**src/rtl/gnsf_pkg.sv**
```systemverilog
// Shared constants, types and reciprocal table for the grid smoothing filter.
// No dependencies; every other file uses this package.
package gnsf_pkg;

   localparam int SAMPLE_BITS = 16;
   localparam int MAX_WIDTH   = 32;
   localparam int MAX_HEIGHT  = 1024;
   localparam int MIN_DIM     = 2;

   localparam int COL_BITS    = $clog2(MAX_WIDTH);
   localparam int WIDTH_BITS  = $clog2(MAX_WIDTH + 1);
   localparam int ROW_BITS    = $clog2(MAX_HEIGHT);
   localparam int HEIGHT_BITS = $clog2(MAX_HEIGHT + 1);

   localparam int GRID_WIDTH_REG_BITS  = 6;
   localparam int GRID_HEIGHT_REG_BITS = 11;
   localparam int CSR_DATA_BITS        = 32;
   localparam int CSR_ADDR_BITS        = 3;
   localparam int REG_BYTE_SHIFT       = 2;
   localparam int REG_INDEX_BITS       = CSR_ADDR_BITS - REG_BYTE_SHIFT;

   localparam logic [REG_INDEX_BITS-1:0] REG_GRID_WIDTH  = REG_INDEX_BITS'(0);
   localparam logic [REG_INDEX_BITS-1:0] REG_GRID_HEIGHT = REG_INDEX_BITS'(1);

   localparam int WIN_TAPS   = 9;
   localparam int WIN_CENTER = 4;
   // sum of up to 8 neighbours plus 8 times the center
   localparam int NUM_BITS   = SAMPLE_BITS + 4;
   localparam int COUNT_BITS = 4;

   localparam logic [COUNT_BITS-1:0] CORNER_COUNT = COUNT_BITS'(3);
   localparam logic [COUNT_BITS-1:0] EDGE_COUNT   = COUNT_BITS'(5);
   localparam logic [COUNT_BITS-1:0] INNER_COUNT  = COUNT_BITS'(8);

   // floor(u / d) == (u * ceil(2^k / d)) >> k, exact for u < 2^(k-4)
   localparam int RECIP_SHIFT = SAMPLE_BITS + 7;
   localparam int RECIP_BITS  = RECIP_SHIFT - 2;
   localparam int MAG_BITS    = NUM_BITS - 1;
   localparam int PROD_BITS   = MAG_BITS + RECIP_BITS;

   localparam logic [RECIP_BITS-1:0] RECIP_6  =
      RECIP_BITS'(((64'd1 << RECIP_SHIFT) + 64'd5) / 64'd6);
   localparam logic [RECIP_BITS-1:0] RECIP_10 =
      RECIP_BITS'(((64'd1 << RECIP_SHIFT) + 64'd9) / 64'd10);
   localparam logic [RECIP_BITS-1:0] RECIP_16 =
      RECIP_BITS'((64'd1 << RECIP_SHIFT) / 64'd16);

   typedef logic signed [SAMPLE_BITS-1:0] sample_type;
   typedef sample_type [WIN_TAPS-1:0] window_type;

   typedef struct packed {
      logic [WIDTH_BITS-1:0]  width;
      logic [HEIGHT_BITS-1:0] height;
      logic                   restart;
   } grid_cfg_type;

   typedef struct packed {
      logic valid;
      logic top_ok;
      logic bot_ok;
      logic left_ok;
      logic right_ok;
      logic done;
   } win_meta_type;

   // reciprocal of twice the neighbour count
   function automatic logic [RECIP_BITS-1:0] recip_for(input logic [COUNT_BITS-1:0] cnt);
      logic [RECIP_BITS-1:0] m;
      case (cnt)
         CORNER_COUNT: m = RECIP_6;
         EDGE_COUNT:   m = RECIP_10;
         INNER_COUNT:  m = RECIP_16;
         default:      m = RECIP_16;
      endcase
      return m;
   endfunction

endpackage

```
**src/rtl/gnsf_if.sv**
```systemverilog
// Valid/ready channel interfaces for the sample stream and the smoothed stream.
// Depends on gnsf_pkg for the sample type.
interface gnsf_req_if;
   logic                 valid;
   logic                 ready;
   gnsf_pkg::sample_type height_in;

   modport source (output valid, output height_in, input ready);
   modport sink   (input valid, input height_in, output ready);
endinterface

interface gnsf_rsp_if;
   logic                 valid;
   logic                 ready;
   gnsf_pkg::sample_type height_out;
   logic                 grid_done;

   modport source (output valid, output height_out, output grid_done, input ready);
   modport sink   (input valid, input height_out, input grid_done, output ready);
endinterface

```
**src/rtl/gnsf_csr.sv**
```systemverilog
// APB register block: grid_width and grid_height, clamped for the datapath.
// Depends on gnsf_pkg.
module gnsf_csr (
   input  logic                                 clock,
   input  logic                                 reset,
   input  logic                                 psel,
   input  logic                                 penable,
   input  logic                                 pwrite,
   input  logic [gnsf_pkg::CSR_ADDR_BITS-1:0]   paddr,
   input  logic [gnsf_pkg::CSR_DATA_BITS-1:0]   pwdata,
   output logic [gnsf_pkg::CSR_DATA_BITS-1:0]   prdata,
   output logic                                 pready,
   output gnsf_pkg::grid_cfg_type               cfg
);
   import gnsf_pkg::*;

   logic [GRID_WIDTH_REG_BITS-1:0]  width_ff, width_in;
   logic [GRID_HEIGHT_REG_BITS-1:0] height_ff, height_in;
   logic [REG_INDEX_BITS-1:0]       reg_idx;
   logic                            wr;

   assign pready  = 1'b1;
   assign reg_idx = paddr[CSR_ADDR_BITS-1:REG_BYTE_SHIFT];
   assign wr      = psel && penable && pwrite && pready;

   always_comb begin
      width_in  = width_ff;
      height_in = height_ff;
      if (wr) begin
         case (reg_idx)
            REG_GRID_WIDTH:  width_in  = pwdata[GRID_WIDTH_REG_BITS-1:0];
            REG_GRID_HEIGHT: height_in = pwdata[GRID_HEIGHT_REG_BITS-1:0];
            default: ;
         endcase
      end
   end

   always_ff @(posedge clock) begin
      if (reset) begin
         width_ff  <= GRID_WIDTH_REG_BITS'(16);
         height_ff <= GRID_HEIGHT_REG_BITS'(16);
      end else begin
         width_ff  <= width_in;
         height_ff <= height_in;
      end
   end

   always_comb begin
      case (reg_idx)
         REG_GRID_WIDTH:  prdata = CSR_DATA_BITS'(width_ff);
         REG_GRID_HEIGHT: prdata = CSR_DATA_BITS'(height_ff);
         default:         prdata = '0;
      endcase
   end

   // out-of-range sizes clamp to the supported range
   always_comb begin
      if (width_ff < GRID_WIDTH_REG_BITS'(MIN_DIM))
         cfg.width = WIDTH_BITS'(MIN_DIM);
      else if (width_ff > GRID_WIDTH_REG_BITS'(MAX_WIDTH))
         cfg.width = WIDTH_BITS'(MAX_WIDTH);
      else
         cfg.width = WIDTH_BITS'(width_ff);

      if (height_ff < GRID_HEIGHT_REG_BITS'(MIN_DIM))
         cfg.height = HEIGHT_BITS'(MIN_DIM);
      else if (height_ff > GRID_HEIGHT_REG_BITS'(MAX_HEIGHT))
         cfg.height = HEIGHT_BITS'(MAX_HEIGHT);
      else
         cfg.height = HEIGHT_BITS'(height_ff);

      cfg.restart = wr;
   end

endmodule

```
**src/rtl/gnsf_window.sv**
```systemverilog
// Raster position tracking, end-of-grid flush sequencer, two line buffers
// and the 3x3 window with its boundary flags. Depends on gnsf_pkg, gnsf_if.
module gnsf_window (
   input  logic                    clock,
   input  logic                    reset,
   input  gnsf_pkg::grid_cfg_type  cfg,
   input  logic                    pipe_go,
   gnsf_req_if.sink                req,
   output gnsf_pkg::window_type    win,
   output gnsf_pkg::win_meta_type  meta,
   output logic                    flushing
);
   import gnsf_pkg::*;

   logic [COL_BITS-1:0]    col_ff, col_in;
   logic [ROW_BITS-1:0]    row_ff, row_in;
   logic                   flush_ff, flush_in;
   logic [WIDTH_BITS-1:0]  fcol_ff, fcol_in;
   sample_type             line_top [MAX_WIDTH];
   sample_type             line_mid [MAX_WIDTH];
   window_type             win_ff;
   win_meta_type           meta_ff;

   logic                   take, step, wrap, in_line, col0;
   logic                   last_row, last_col, has_result;
   logic [HEIGHT_BITS-1:0] pos_row, bot_row;
   logic [WIDTH_BITS-1:0]  pos_col;
   logic [COL_BITS-1:0]    addr;
   sample_type             x, top_new, mid_new, bot_new;

   assign req.ready = pipe_go && !flush_ff;
   assign take      = req.valid && req.ready;
   assign step      = take || (flush_ff && pipe_go);

   always_comb begin
      wrap = (HEIGHT_BITS'(row_ff) >= cfg.height) || (WIDTH_BITS'(col_ff) >= cfg.width);
      if (flush_ff) begin
         // flush positions sit one row below the grid
         pos_row = cfg.height;
         pos_col = fcol_ff;
         x       = '0;
      end else begin
         pos_row = wrap ? '0 : HEIGHT_BITS'(row_ff);
         pos_col = wrap ? '0 : WIDTH_BITS'(col_ff);
         x       = req.height_in;
      end
      in_line  = pos_col < cfg.width;
      addr     = pos_col[COL_BITS-1:0];
      col0     = pos_col == '0;
      top_new  = in_line ? line_top[addr] : '0;
      mid_new  = in_line ? line_mid[addr] : '0;
      bot_new  = in_line ? x : '0;
      last_row = pos_row == cfg.height - HEIGHT_BITS'(1);
      last_col = pos_col == cfg.width - WIDTH_BITS'(1);
      bot_row  = col0 ? pos_row - HEIGHT_BITS'(1) : pos_row;
      // at column 0 the center is the last column two rows up
      has_result = col0 ? (pos_row >= HEIGHT_BITS'(2)) : (pos_row >= HEIGHT_BITS'(1));
   end

   always_ff @(posedge clock) begin
      if (step && in_line) begin
         line_top[addr] <= line_mid[addr];
         line_mid[addr] <= x;
      end
   end

   always_ff @(posedge clock) begin
      if (step) begin
         for (int i = 0; i < 3; i++) begin
            win_ff[3*i]     <= win_ff[3*i + 1];
            win_ff[3*i + 1] <= win_ff[3*i + 2];
         end
         win_ff[2] <= top_new;
         win_ff[5] <= mid_new;
         win_ff[8] <= bot_new;
      end
   end

   always_ff @(posedge clock) begin
      if (reset) begin
         meta_ff <= '0;
      end else if (pipe_go) begin
         meta_ff.valid    <= step && has_result;
         meta_ff.top_ok   <= col0 ? (pos_row >= HEIGHT_BITS'(3)) : (pos_row >= HEIGHT_BITS'(2));
         meta_ff.bot_ok   <= bot_row < cfg.height;
         meta_ff.left_ok  <= col0 || (pos_col >= WIDTH_BITS'(2));
         meta_ff.right_ok <= !col0 && in_line;
         meta_ff.done     <= flush_ff && (pos_col == cfg.width);
      end
   end

   always_comb begin
      col_in   = col_ff;
      row_in   = row_ff;
      flush_in = flush_ff;
      fcol_in  = fcol_ff;
      if (cfg.restart) begin
         col_in   = '0;
         row_in   = '0;
         flush_in = 1'b0;
      end else if (take) begin
         if (last_row && last_col) begin
            col_in   = '0;
            row_in   = '0;
            flush_in = 1'b1;
            fcol_in  = '0;
         end else if (last_col) begin
            col_in = '0;
            row_in = ROW_BITS'(pos_row + HEIGHT_BITS'(1));
         end else begin
            col_in = COL_BITS'(pos_col + WIDTH_BITS'(1));
            row_in = ROW_BITS'(pos_row);
         end
      end else if (flush_ff && pipe_go) begin
         if (fcol_ff == cfg.width)
            flush_in = 1'b0;
         else
            fcol_in = fcol_ff + WIDTH_BITS'(1);
      end
   end

   always_ff @(posedge clock) begin
      if (reset) begin
         col_ff   <= '0;
         row_ff   <= '0;
         flush_ff <= 1'b0;
         fcol_ff  <= '0;
      end else begin
         col_ff   <= col_in;
         row_ff   <= row_in;
         flush_ff <= flush_in;
         fcol_ff  <= fcol_in;
      end
   end

   assign win      = win_ff;
   assign meta     = meta_ff;
   assign flushing = flush_ff;

endmodule

```
**src/rtl/gnsf_average.sv**
```systemverilog
// Masked neighbour sum, then floor division by twice the count through a
// constant reciprocal; drives the result channel. Depends on gnsf_pkg, gnsf_if.
module gnsf_average (
   input  logic                    clock,
   input  logic                    reset,
   input  gnsf_pkg::window_type    win,
   input  gnsf_pkg::win_meta_type  meta,
   output logic                    pipe_go,
   gnsf_rsp_if.source              rsp
);
   import gnsf_pkg::*;

   logic [2:0]                   row_ok, col_ok;
   logic [WIN_TAPS-1:0]          mask;
   logic [COUNT_BITS-1:0]        n_cnt;
   logic signed [NUM_BITS-1:0]   sum, center_x, nc_prod, num_in;

   logic signed [NUM_BITS-1:0]   num_ff;
   logic [COUNT_BITS-1:0]        n_ff;
   logic                         valid2_ff, done2_ff;

   logic                         neg;
   logic [NUM_BITS-1:0]          mag_full;
   logic [MAG_BITS-1:0]          mag;
   logic [PROD_BITS-1:0]         prod;
   logic [SAMPLE_BITS-1:0]       quot;
   sample_type                   out_in;

   sample_type                   out_ff;
   logic                         valid3_ff, done3_ff;

   assign pipe_go = !valid3_ff || rsp.ready;

   // stage 2: masked sum plus n times the center
   always_comb begin
      row_ok = {meta.bot_ok, 1'b1, meta.top_ok};
      col_ok = {meta.right_ok, 1'b1, meta.left_ok};
      for (int i = 0; i < 3; i++) begin
         for (int j = 0; j < 3; j++) begin
            mask[3*i + j] = row_ok[i] && col_ok[j] && ((3*i + j) != WIN_CENTER);
         end
      end
      n_cnt = COUNT_BITS'($countones(mask));
      sum   = '0;
      for (int k = 0; k < WIN_TAPS; k++) begin
         if (mask[k])
            sum = sum + NUM_BITS'($signed(win[k]));
      end
      center_x = NUM_BITS'($signed(win[WIN_CENTER]));
      nc_prod  = center_x * $signed({1'b0, n_cnt});
      num_in   = sum + nc_prod;
   end

   always_ff @(posedge clock) begin
      if (pipe_go) begin
         num_ff   <= num_in;
         n_ff     <= n_cnt;
         done2_ff <= meta.done;
      end
   end

   // stage 3: floor(num / 2n); negative values use floor((-1 - u)/d) = ~floor(~num/d)
   always_comb begin
      neg      = num_ff[NUM_BITS-1];
      mag_full = neg ? ~num_ff : num_ff;
      mag      = mag_full[MAG_BITS-1:0];
      prod     = PROD_BITS'(mag) * PROD_BITS'(recip_for(n_ff));
      quot     = prod[RECIP_SHIFT +: SAMPLE_BITS];
      out_in   = neg ? ~quot : quot;
   end

   always_ff @(posedge clock) begin
      if (pipe_go) begin
         out_ff   <= out_in;
         done3_ff <= done2_ff;
      end
   end

   always_ff @(posedge clock) begin
      if (reset) begin
         valid2_ff <= 1'b0;
         valid3_ff <= 1'b0;
      end else if (pipe_go) begin
         valid2_ff <= meta.valid;
         valid3_ff <= valid2_ff;
      end
   end

   assign rsp.valid      = valid3_ff;
   assign rsp.height_out = out_ff;
   assign rsp.grid_done  = done3_ff;

endmodule

```
**src/rtl/grid_neighbour_smoothing_filter.sv**
```systemverilog
// Grid smoothing filter top: 3x3 neighbor average of a raster height grid.
// Uses gnsf_pkg, gnsf_if, gnsf_csr, gnsf_window, gnsf_average.
// Throughput: one word per cycle unless the result channel back-pressures; after the
// last word of a grid the input stalls while the flush steps drain the line buffers.
// A result passes the window, sum and output registers in turn, one row plus one
// word behind the input. Sync reset: control state, 16x16, empty pipe.
module grid_neighbour_smoothing_filter (
   input  logic                                clock,
   input  logic                                reset,
   gnsf_req_if.sink                            req_ch,
   gnsf_rsp_if.source                          rsp_ch,
   input  logic                                psel,
   input  logic                                penable,
   input  logic                                pwrite,
   input  logic [gnsf_pkg::CSR_ADDR_BITS-1:0]  paddr,
   input  logic [gnsf_pkg::CSR_DATA_BITS-1:0]  pwdata,
   output logic [gnsf_pkg::CSR_DATA_BITS-1:0]  prdata,
   output logic                                pready
);
   import gnsf_pkg::*;

   grid_cfg_type  cfg;
   window_type    win;
   win_meta_type  meta;
   logic          pipe_go;
   logic          flushing;

   // Register block. Any write restarts the grid at row 0, column 0;
   // the user must issue writes only while the filter is idle; the block does not enforce this.
   gnsf_csr u_csr (
      .clock   (clock),
      .reset   (reset),
      .psel    (psel),
      .penable (penable),
      .pwrite  (pwrite),
      .paddr   (paddr),
      .pwdata  (pwdata),
      .prdata  (prdata),
      .pready  (pready),
      .cfg     (cfg)
   );

   // Stage 1: every accepted word (or flush step) shifts one column into the
   // window and updates the line buffers at its column. The flags registered
   // with it say which of the eight neighbors of the window center lie inside
   // the grid, so junk left in the line buffers or window never counts.
   gnsf_window u_window (
      .clock    (clock),
      .reset    (reset),
      .cfg      (cfg),
      .pipe_go  (pipe_go),
      .req      (req_ch),
      .win      (win),
      .meta     (meta),
      .flushing (flushing)
   );

   // Stages 2 and 3: neighbor sum, then reciprocal multiply and output
   // register. The whole pipe advances together whenever the output register
   // is empty or being drained; a result stalled in the output register
   // freezes every stage and holds off the input.
   gnsf_average u_average (
      .clock   (clock),
      .reset   (reset),
      .win     (win),
      .meta    (meta),
      .pipe_go (pipe_go),
      .rsp     (rsp_ch)
   );

`ifndef SYNTHESIS
   // a stalled result freezes the pipe, so no word may enter
   assert property (@(posedge clock) disable iff (reset)
      (rsp_ch.valid && !rsp_ch.ready) |-> !req_ch.ready)
      else $error("input taken while the result register is stalled");

   // no word is taken while the flush steps are running
   assert property (@(posedge clock) disable iff (reset)
      flushing |-> !req_ch.ready)
      else $error("input taken during end-of-grid flush");

   // the last result of a grid leaves an empty pipe behind it
   assert property (@(posedge clock) disable iff (reset)
      (rsp_ch.valid && rsp_ch.ready && rsp_ch.grid_done) |=> (!rsp_ch.valid && req_ch.ready))
      else $error("pipeline not drained after the last result of a grid");
`endif

endmodule
```
**src/flat_wrapper.sv**
```systemverilog
// flat-port wrapper written by rule: the top's interface ports become plain ports
module grid_neighbour_smoothing_filter_flat import gnsf_pkg::*;
  (clock, reset, psel, penable, pwrite, paddr, pwdata, prdata, pready, req_ch_valid, req_ch_height_in, req_ch_ready, rsp_ch_valid, rsp_ch_height_out, rsp_ch_grid_done, rsp_ch_ready);
  gnsf_req_if req_ch_i ();
  gnsf_rsp_if rsp_ch_i ();
  input  logic clock;
  input  logic reset;
  input  logic psel;
  input  logic penable;
  input  logic pwrite;
  input  logic [gnsf_pkg::CSR_ADDR_BITS-1:0] paddr;
  input  logic [gnsf_pkg::CSR_DATA_BITS-1:0] pwdata;
  output logic [gnsf_pkg::CSR_DATA_BITS-1:0] prdata;
  output logic pready;
  input wire logic [$bits(req_ch_i.valid)-1:0] req_ch_valid;
  input wire logic [$bits(req_ch_i.height_in)-1:0] req_ch_height_in;
  output wire logic [$bits(req_ch_i.ready)-1:0] req_ch_ready;
  output wire logic [$bits(rsp_ch_i.valid)-1:0] rsp_ch_valid;
  output wire logic [$bits(rsp_ch_i.height_out)-1:0] rsp_ch_height_out;
  output wire logic [$bits(rsp_ch_i.grid_done)-1:0] rsp_ch_grid_done;
  input wire logic [$bits(rsp_ch_i.ready)-1:0] rsp_ch_ready;
  assign req_ch_i.valid = req_ch_valid;
  assign req_ch_i.height_in = req_ch_height_in;
  assign req_ch_ready = req_ch_i.ready;
  assign rsp_ch_valid = rsp_ch_i.valid;
  assign rsp_ch_height_out = rsp_ch_i.height_out;
  assign rsp_ch_grid_done = rsp_ch_i.grid_done;
  assign rsp_ch_i.ready = rsp_ch_ready;
  grid_neighbour_smoothing_filter u_core (.clock(clock), .reset(reset), .req_ch(req_ch_i), .rsp_ch(rsp_ch_i), .psel(psel), .penable(penable), .pwrite(pwrite), .paddr(paddr), .pwdata(pwdata), .prdata(prdata), .pready(pready));
endmodule
```
**config.mk**
```make
export PLATFORM = sky130hd
export DESIGN_NAME = grid_neighbour_smoothing_filter_flat
export DESIGN_NICKNAME = d
export VERILOG_FILES = /design/src/rtl/gnsf_pkg.sv /design/src/rtl/gnsf_if.sv /design/src/rtl/gnsf_csr.sv /design/src/rtl/gnsf_window.sv /design/src/rtl/gnsf_average.sv /design/src/rtl/grid_neighbour_smoothing_filter.sv /design/src/flat_wrapper.sv
export SDC_FILE = /design/constraint.sdc
export NUM_CORES = 2
export LEC_CHECK = 0
export ABC_AREA = 1
export BUFFER_PORTS_ARGS = -buffer_cell sky130_fd_sc_hd__clkbuf_2
export CORE_MARGIN = 2
export CORE_UTILIZATION = 40
export CTS_CLUSTER_DIAMETER = 80
export DETAILED_ROUTE_END_ITERATION = 7
export PLACE_DENSITY_LB_ADDON = 0.1
export REMOVE_ABC_BUFFERS = 1
export SLEW_MARGIN = 20
export SYNTH_ARGS = -nofsm -noshare
export SYNTH_HDL_FRONTEND = slang
export SYNTH_SLANG_ARGS = --single-unit
```
**constraint.sdc**
```tcl
create_clock -name clock -period 14.3 [get_ports clock]
set_input_delay 2.86 -clock clock [delete_from_list [all_inputs] [get_ports clock]]
set_output_delay 2.86 -clock clock [all_outputs]
set_load 0.1 [all_outputs]
```
# Word level (Yosys, flattened, before mapping)
# Memory sizes are Yosys's and may differ from the RTL's. A register that Yosys moved wholly into a read port is not among the register bits.
# Cells that the tools add are included.
[op_classes] magnitude_cmp=12 add_sub_neg=21 bitwise=4 multipliers=2 muxes=38 n_eq_ne=8 reduce_logical=30
[op_table] cell="two-way mux 20 bit" n=8
[op_table] cell="adder 20 x 16 -> 20 bit" n=7
[op_table] cell="case mux 32 bit (2 select lines)" n=1
[op_table] cell="two-way mux 11 bit" n=4
[op_table] cell="two-way mux 6 bit" n=7
[op_table] cell="case mux 21 bit (2 select lines)" n=1
[op_table] cell="multiplier 19 x 21 -> 39 bit" n=1
[op_table] cell="two-way mux 16 bit" n=2
[op_table] cell="two-way mux 10 bit" n=3
[op_table] cell="greater-or-equal comparator 11 x 2 -> 1 bit, second input constant" n=2
[op_table] cell="subtractor 11 x 1 -> 11 bit, second input constant" n=2
[op_table] cell="adder 20 bit" n=1
[op_table] cell="multiplier 16 x 5 -> 20 bit" n=1
[op_table] cell="two-way mux 19 bit" n=1
[op_table] cell="NOT 19 bit" n=1
[op_table] cell="== test 6 bit" n=3
[op_table] cell="NOT 16 bit" n=1
[op_table] cell="two-way mux 5 bit" n=3
[op_table] cell="logical AND 1 bit" n=14
[op_table] cell="== test 11 bit" n=1
[op_table] cell="greater-or-equal comparator 10 x 11 -> 1 bit" n=1
[op_table] cell="greater-or-equal comparator 11 x 1 -> 1 bit, second input constant" n=1
[op_table] cell="> comparator 11 bit, second input constant" n=1
[op_table] cell="less-than comparator 11 bit" n=1
[op_table] cell="other kinds (29)" n=47
[word_totals] reg_bits=217 out_inout_bits=52 n_memories=2 in_bits=58 ramBits=1024 word_cells=144
[mem_list] memory="u_core.u_window.line_mid" words=32 width=16 read_ports=1 rd_ports_with_merged_regs=0 write_ports=1 line_no="gnsf_window.sv:20" source="sample_type line_mid [MAX_WIDTH];"
[mem_list] memory="u_core.u_window.line_top" words=32 width=16 read_ports=1 rd_ports_with_merged_regs=1 write_ports=1 line_no="gnsf_window.sv:19" source="sample_type line_top [MAX_WIDTH];"

# Longest topological paths before layout
[depth] depth_word=17 depth_mapped=87 mapped_depth_nobuf=86

# By module
# A second synthesis with hierarchy kept.
[hier_totals] cells_unflattened=7366 area_unflattened_um2=72246.8
[by_module_without_submodules] mod="gnsf_window" instances=1 seq_area_each_um2=35634.2 cells_per_inst=4218 area_each_um2=49643.9
[by_module_without_submodules] mod="gnsf_average" instances=1 seq_area_each_um2=1301.2 cells_per_inst=2982 area_each_um2=21499.4
[by_module_without_submodules] mod="gnsf_csr" instances=1 seq_area_each_um2=340.3 cells_per_inst=166 area_each_um2=1103.6

# Least setup slack after synthesis
# No wires, ideal clock.
[synth_path] kind="reg-to-reg" startpoint="register u_core.u_window.meta_ff (netlist bit u_core.u_window.meta[2])" endpoint="register u_core.u_average.num_ff[19] (data pin)" path_stages_with_launch=80 path_slack_ns=2.324 required_time_ns=14.048 n_path_buf=2 period_less_slack_ns=11.976 arrival_time_ns=11.724 setup_time_ns=0.252 cell_sequence="dfxtp_1 buf_4 nand2_2 clkbuf_1 nor2_1 ha_1 inv_1 fa_1 inv_1 nand2_1 nand3_1 nand2_1 nor2_1 o21ai_0 nand2_1 nand2_1 nand3_1 inv_1 [... 44 more ...] nand2_1 nand3_1 o21ai_0 fa_1 inv_1 fa_1 inv_1 fa_1 inv_1 ha_1 inv_1 nor3_1 nand4_1 or2_2 o311ai_0 nand3_1 nand3_1 nand2_1"
[synth_between] elab_chain_len=17 word_cells_on_any_way=26 cone_classes="add/sub: 15; mul: 1; mux: 8; reduce/logical: 2"
[synth_lines] element="start: declaration" line_no="gnsf_window.sv:22" source="win_meta_type meta_ff;"
[synth_lines] element="logical AND 1 bit" line_no="gnsf_average.sv:40" source="mask[3*i + j] = row_ok[i] && col_ok[j] && ((3*i + j) != WIN_CENTER);"
[synth_lines] element="two-way mux 20 bit" line_no="gnsf_average.sv:46" source="if (mask[k])"
[synth_lines] element="adder 20 x 16 -> 20 bit" line_no="gnsf_average.sv:47" source="sum = sum + NUM_BITS'($signed(win[k]));"
[synth_lines] element="two-way mux 20 bit" line_no="gnsf_average.sv:46"
[synth_lines] element="adder 20 x 16 -> 20 bit" line_no="gnsf_average.sv:47"
[synth_lines] element="two-way mux 20 bit" line_no="gnsf_average.sv:46"
[synth_lines] element="adder 20 x 16 -> 20 bit" line_no="gnsf_average.sv:47"
[synth_lines] element="two-way mux 20 bit" line_no="gnsf_average.sv:46"
[synth_lines] element="[... 2 more ...]"
[synth_lines] element="adder 20 x 16 -> 20 bit" line_no="gnsf_average.sv:47"
[synth_lines] element="two-way mux 20 bit" line_no="gnsf_average.sv:46"
[synth_lines] element="adder 20 x 16 -> 20 bit" line_no="gnsf_average.sv:47"
[synth_lines] element="two-way mux 20 bit" line_no="gnsf_average.sv:46"
[synth_lines] element="adder 20 x 16 -> 20 bit" line_no="gnsf_average.sv:47"
[synth_lines] element="two-way mux 20 bit" line_no="gnsf_average.sv:46"
[synth_lines] element="adder 20 bit (*)" line_no="gnsf_average.sv:51" source="num_in = sum + nc_prod;"
[synth_lines] element="named net u_core.u_average.num_in[19]" line_no="gnsf_average.sv:16" source="logic signed [NUM_BITS-1:0] sum, center_x, nc_prod, num_in;"
[synth_lines] element="end signal: assignment" line_no="gnsf_average.sv:56" source="num_ff <= num_in;"
[synth_lines] element="end: declaration" line_no="gnsf_average.sv:18" source="logic signed [NUM_BITS-1:0] num_ff;"
# The timed path passes the listed nets; every way through them passes the cells marked *.
# A chain may end at the register's enable or synchronous reset.

# Worst setup path after layout
# Same ends and word-level chain as after synthesis.

==> impl_metrics.toml <==
[status]
run_status = "finished, final reports clean"

[floorplan]
num_io_pins = 110
initial_core_util = 0.4025
fp.dieH_um = 419.5
placeable_core_area_um2 = 171500
rows = 152
die_area_um2 = 175900
die_w_um = 419.5

[worst_setup_path]
crit_slowest_cell = "fa_1"
critical_path_class = "reg -> reg"
critical_path_required_ns = 14.85
r2r_start = "u_core.u_window.meta[2]$_SDFFE_PP0N_"
timing.critical_path.slowest_cell_delay_ns = 0.52
worst_ep_arrival_time_ns = 13.68
critical_path.n_buffers_inverters = 6
setup_slack_of_the_most_critical_reg_to_reg_path_ns = 1.17
worst-r2r-cell-count = 68
worst_path_dominant_cell_family = "adder cells"
crit_cells = 68
crit_top_cell = "nand2_1"
setup.worst_path.end_class = "flip-flop"
reg_to_reg_endpoint = "u_core.u_average.num_ff[19]$_DFFE_PN_"
worstPathMaxFanout = 5
worstSetupStartpointType = "flip-flop"

[power_and_ir_drop]
power.static_leakage_nw = 30.60
vdd_drop_max_v = 0.0001760
total_power_consumption_mw = 11.82
powerDensity_nw_per_um2 = 153.8

[grt]
grt_pass1_wl_mm = 304.0
grt_pass1_vias = 46836
grt_start_max_net_pins = 150
globalRoute.totalOverflow = 0
initial_antenna_violation_count = 7
globalRouteTotalUtil = 0.2326

[sta]
max_freq_ghz = 0.07614
rsz0062_at_grt = "no"
layout_min_cycle_time_ns = 13.13
final-hold-violation-count = 0
layout_worst_path_cycle_share = 0.9184
clock_skew_ns = 0.05067
report.final.setup_viol = 0
timing_worst_slew_pin_value_ns = 1.165
drv_slew = 0
timing.setup.tns_ns = 0
max-slew-margin-rel = 0.2217

[routing]
route.vias.total = 48049
route.antenna.remaining_nets = 0
route.detailed.wl_per_inst_um = 22.51
routed_via_density = 5.292
remaining_drc_errors = 0
drt_first_pass_iters = 5
drt_wl_total_mm = 204.4
detailedRoute.firstIterationViolations = 3867

[synth]
ys_types = 64
synthesis.area_um2 = 69040
synth_top_cells_by_area = "edfxtp_1, fa_1, ha_1, nor2_1, nand2_1"
post-synth-top-area-cell = "edfxtp_1"
synth_enable_flop_cells = 1210
synth_warnings = 0
syn-instance-count = 6606
syn-mean-instance-area_um2 = 10.45
synth.ff_latch_count = 1257
synth.cells.most_frequent = "edfxtp_1, nor2_1, nand2_1, inv_1, o21ai_0"
postSynth.topFlopCell = "edfxtp_1"
post-synth-top-count-cell = "edfxtp_1"
yosysTopAreaCellShare = 0.5263
synth-async-reset-ratio = 0
synth.yosys.seq_area_share = 0.5399

[layout]
fin_cells = 9080
final_cell_area_um2 = 76850
filler_cell_count = 16272
layout-area-overhead-vs-synth_pct = 11.31
layout-drive-gt1-share = 0.07447
post-route-util = 0.4480
register_area_um2 = 37280
design.final.nets = 7326
multiInputGateArea_um2 = 28060

[cts]
cts_tree = "built"
clock_tree.root_cell = "clkbuf_16"
cts_inserted_buffers = 143
clock_tree.htree_level_count = 4
worst_skew_pair.late_latency_ns = 0.79
ctsLongestPathBuffers = 3
clock-sinks = 1257
post_cts_hold_fix_bufs = 0
clk_pin_slew_ns = 0.06

[min_path]
worstHoldEndpoint = "u_core.u_average.rsp.grid_done$_DFFE_PN_"
worst_hold_startpoint = "u_core.u_average.done2_ff$_DFFE_PN_"
hold-path-cell-count = 0
min-delay-path-class = "reg -> reg"

[placed_design]
placement.cell_area_um2 = 72090
post-dp-hpwl_mm = 130.1
gp_congestion = 0.8890
io_buffer_count = 64
dp_cells = 8814

[run]
max-cap-violations = 0
[logic make-up (layout without fill, tap and decap cells)]
family / after synthesis / count (layout) / synth area share
flops: 1257 / 1257 / 0.5399
xor+xnor: 166 / 166 / 0.02106
mux: 3 / 3 / 0.0004349
compound gates: 1428 / 1428 / 0.1162
other cells: 2 / 24 / 0.0001088
fa+ha+maj: 614 / 614 / 0.1387
simple gates: 2086 / 2086 / 0.1215
buf+inv: 1050 / 1192 / 0.06210
[cell type report]
class	instances	share of cell area
Tap cell	2310	0.03761
Clock inverter	77	0.009670
Sequential cell	1257	0.4850
Clock buffer	182	0.04983
Timing Repair Buffer	169	0.01501
Multi-Input combinational cell	4319	0.3651
Antenna cell	2	0.00006512
Inverter	764	0.03764
[worst max path at each step]
stage	startpoint	to	slack (ns)
2_1_floorplan	u_core.u_csr.height_ff[5]$_SDFFE_PP0P_	u_core.u_window.line_mid[0][0]$_DFFE_PP_	-8.44
4_1_cts	u_core.u_window.meta[2]$_SDFFE_PP0N_	u_core.u_average.num_ff[19]$_DFFE_PN_	0.24
3_3_place_gp	u_core.u_window.meta[2]$_SDFFE_PP0N_	u_core.u_average.num_ff[19]$_DFFE_PN_	0.34
3_5_place_dp	u_core.u_window.meta[2]$_SDFFE_PP0N_	u_core.u_average.num_ff[19]$_DFFE_PN_	0.27
5_1_grt	u_core.u_window.meta[4]$_SDFFE_PP0N_	u_core.u_average.num_ff[19]$_DFFE_PN_	0.03
6_report	u_core.u_window.meta[2]$_SDFFE_PP0N_	u_core.u_average.num_ff[19]$_DFFE_PN_	1.17
[placed cells by master (no fill, tap or decap), drive strengths merged, types with 61 or more instances in the layout]
cell / instances
edfxtp: 1210
a21oi: 291
clkbuf: 246
nand2: 867
buf: 105
o22ai: 261
ha: 362
clkinv: 64
fa: 252
a22o: 61
xor2: 116
nor2: 932
inv: 768
o21ai: 711
nand3: 156
[metal layers]
| layer | global-route usage | vias to the layer above | share of wire | routed length (um) |
|---|---|---|---|---|
| met5 | 0 | - | 0.000059 | 12 |
| met4 | 0.06341 | 2 | 0.025 | 5069 |
| met1 | 0.3221 | 23821 | 0.45 | 92360 |
| li1 | - | 22828 | - | - |
| met2 | 0.3850 | 1153 | 0.47 | 96880 |
| met3 | 0.02883 | 245 | 0.049 | 10040 |
[state kept, by name (all words and copies together) (netlist names), 4 cells and up]
signal / flops
u_core.u_csr.height_ff: 11
u_core.u_window.line_top: 512
u_core.u_window.win: 144
u_core.u_window.meta: 6
u_core.u_window.row_ff: 10
u_core.u_average.rsp.height_out: 16
u_core.u_csr.width_ff: 6
u_core.u_window.col_ff: 5
u_core.u_average.n_ff: 4
u_core.u_window.fcol_ff: 6
u_core.u_window.line_mid: 512
u_core.u_average.num_ff: 20
[metrics by stage]
stage	hold WS [ns]	worst slack, ns
after CTS	0.4272	0.2382
after global placement	0.4130	0.3420
after global routing	0.4448	0.02806
final	0.4338	1.166
after floorplan	0.4003	-8.443
after detailed placement	0.4119	0.2748
[what timing repair did]
action / CTS / global route
gates resized for setup: 0 / 40
setup endpoints to repair: 0 / 3
setup buffers: 0 / 5
[power breakdown]
| group | switching (mW) | internal, mW |
|---|---|---|
| clock network | 1.55 | 2.06 |
| logic | 2.57 | 1.25 |
| registers | 0.0813 | 4.32 |
No activity file was read; power rests on OpenSTA's default activity.
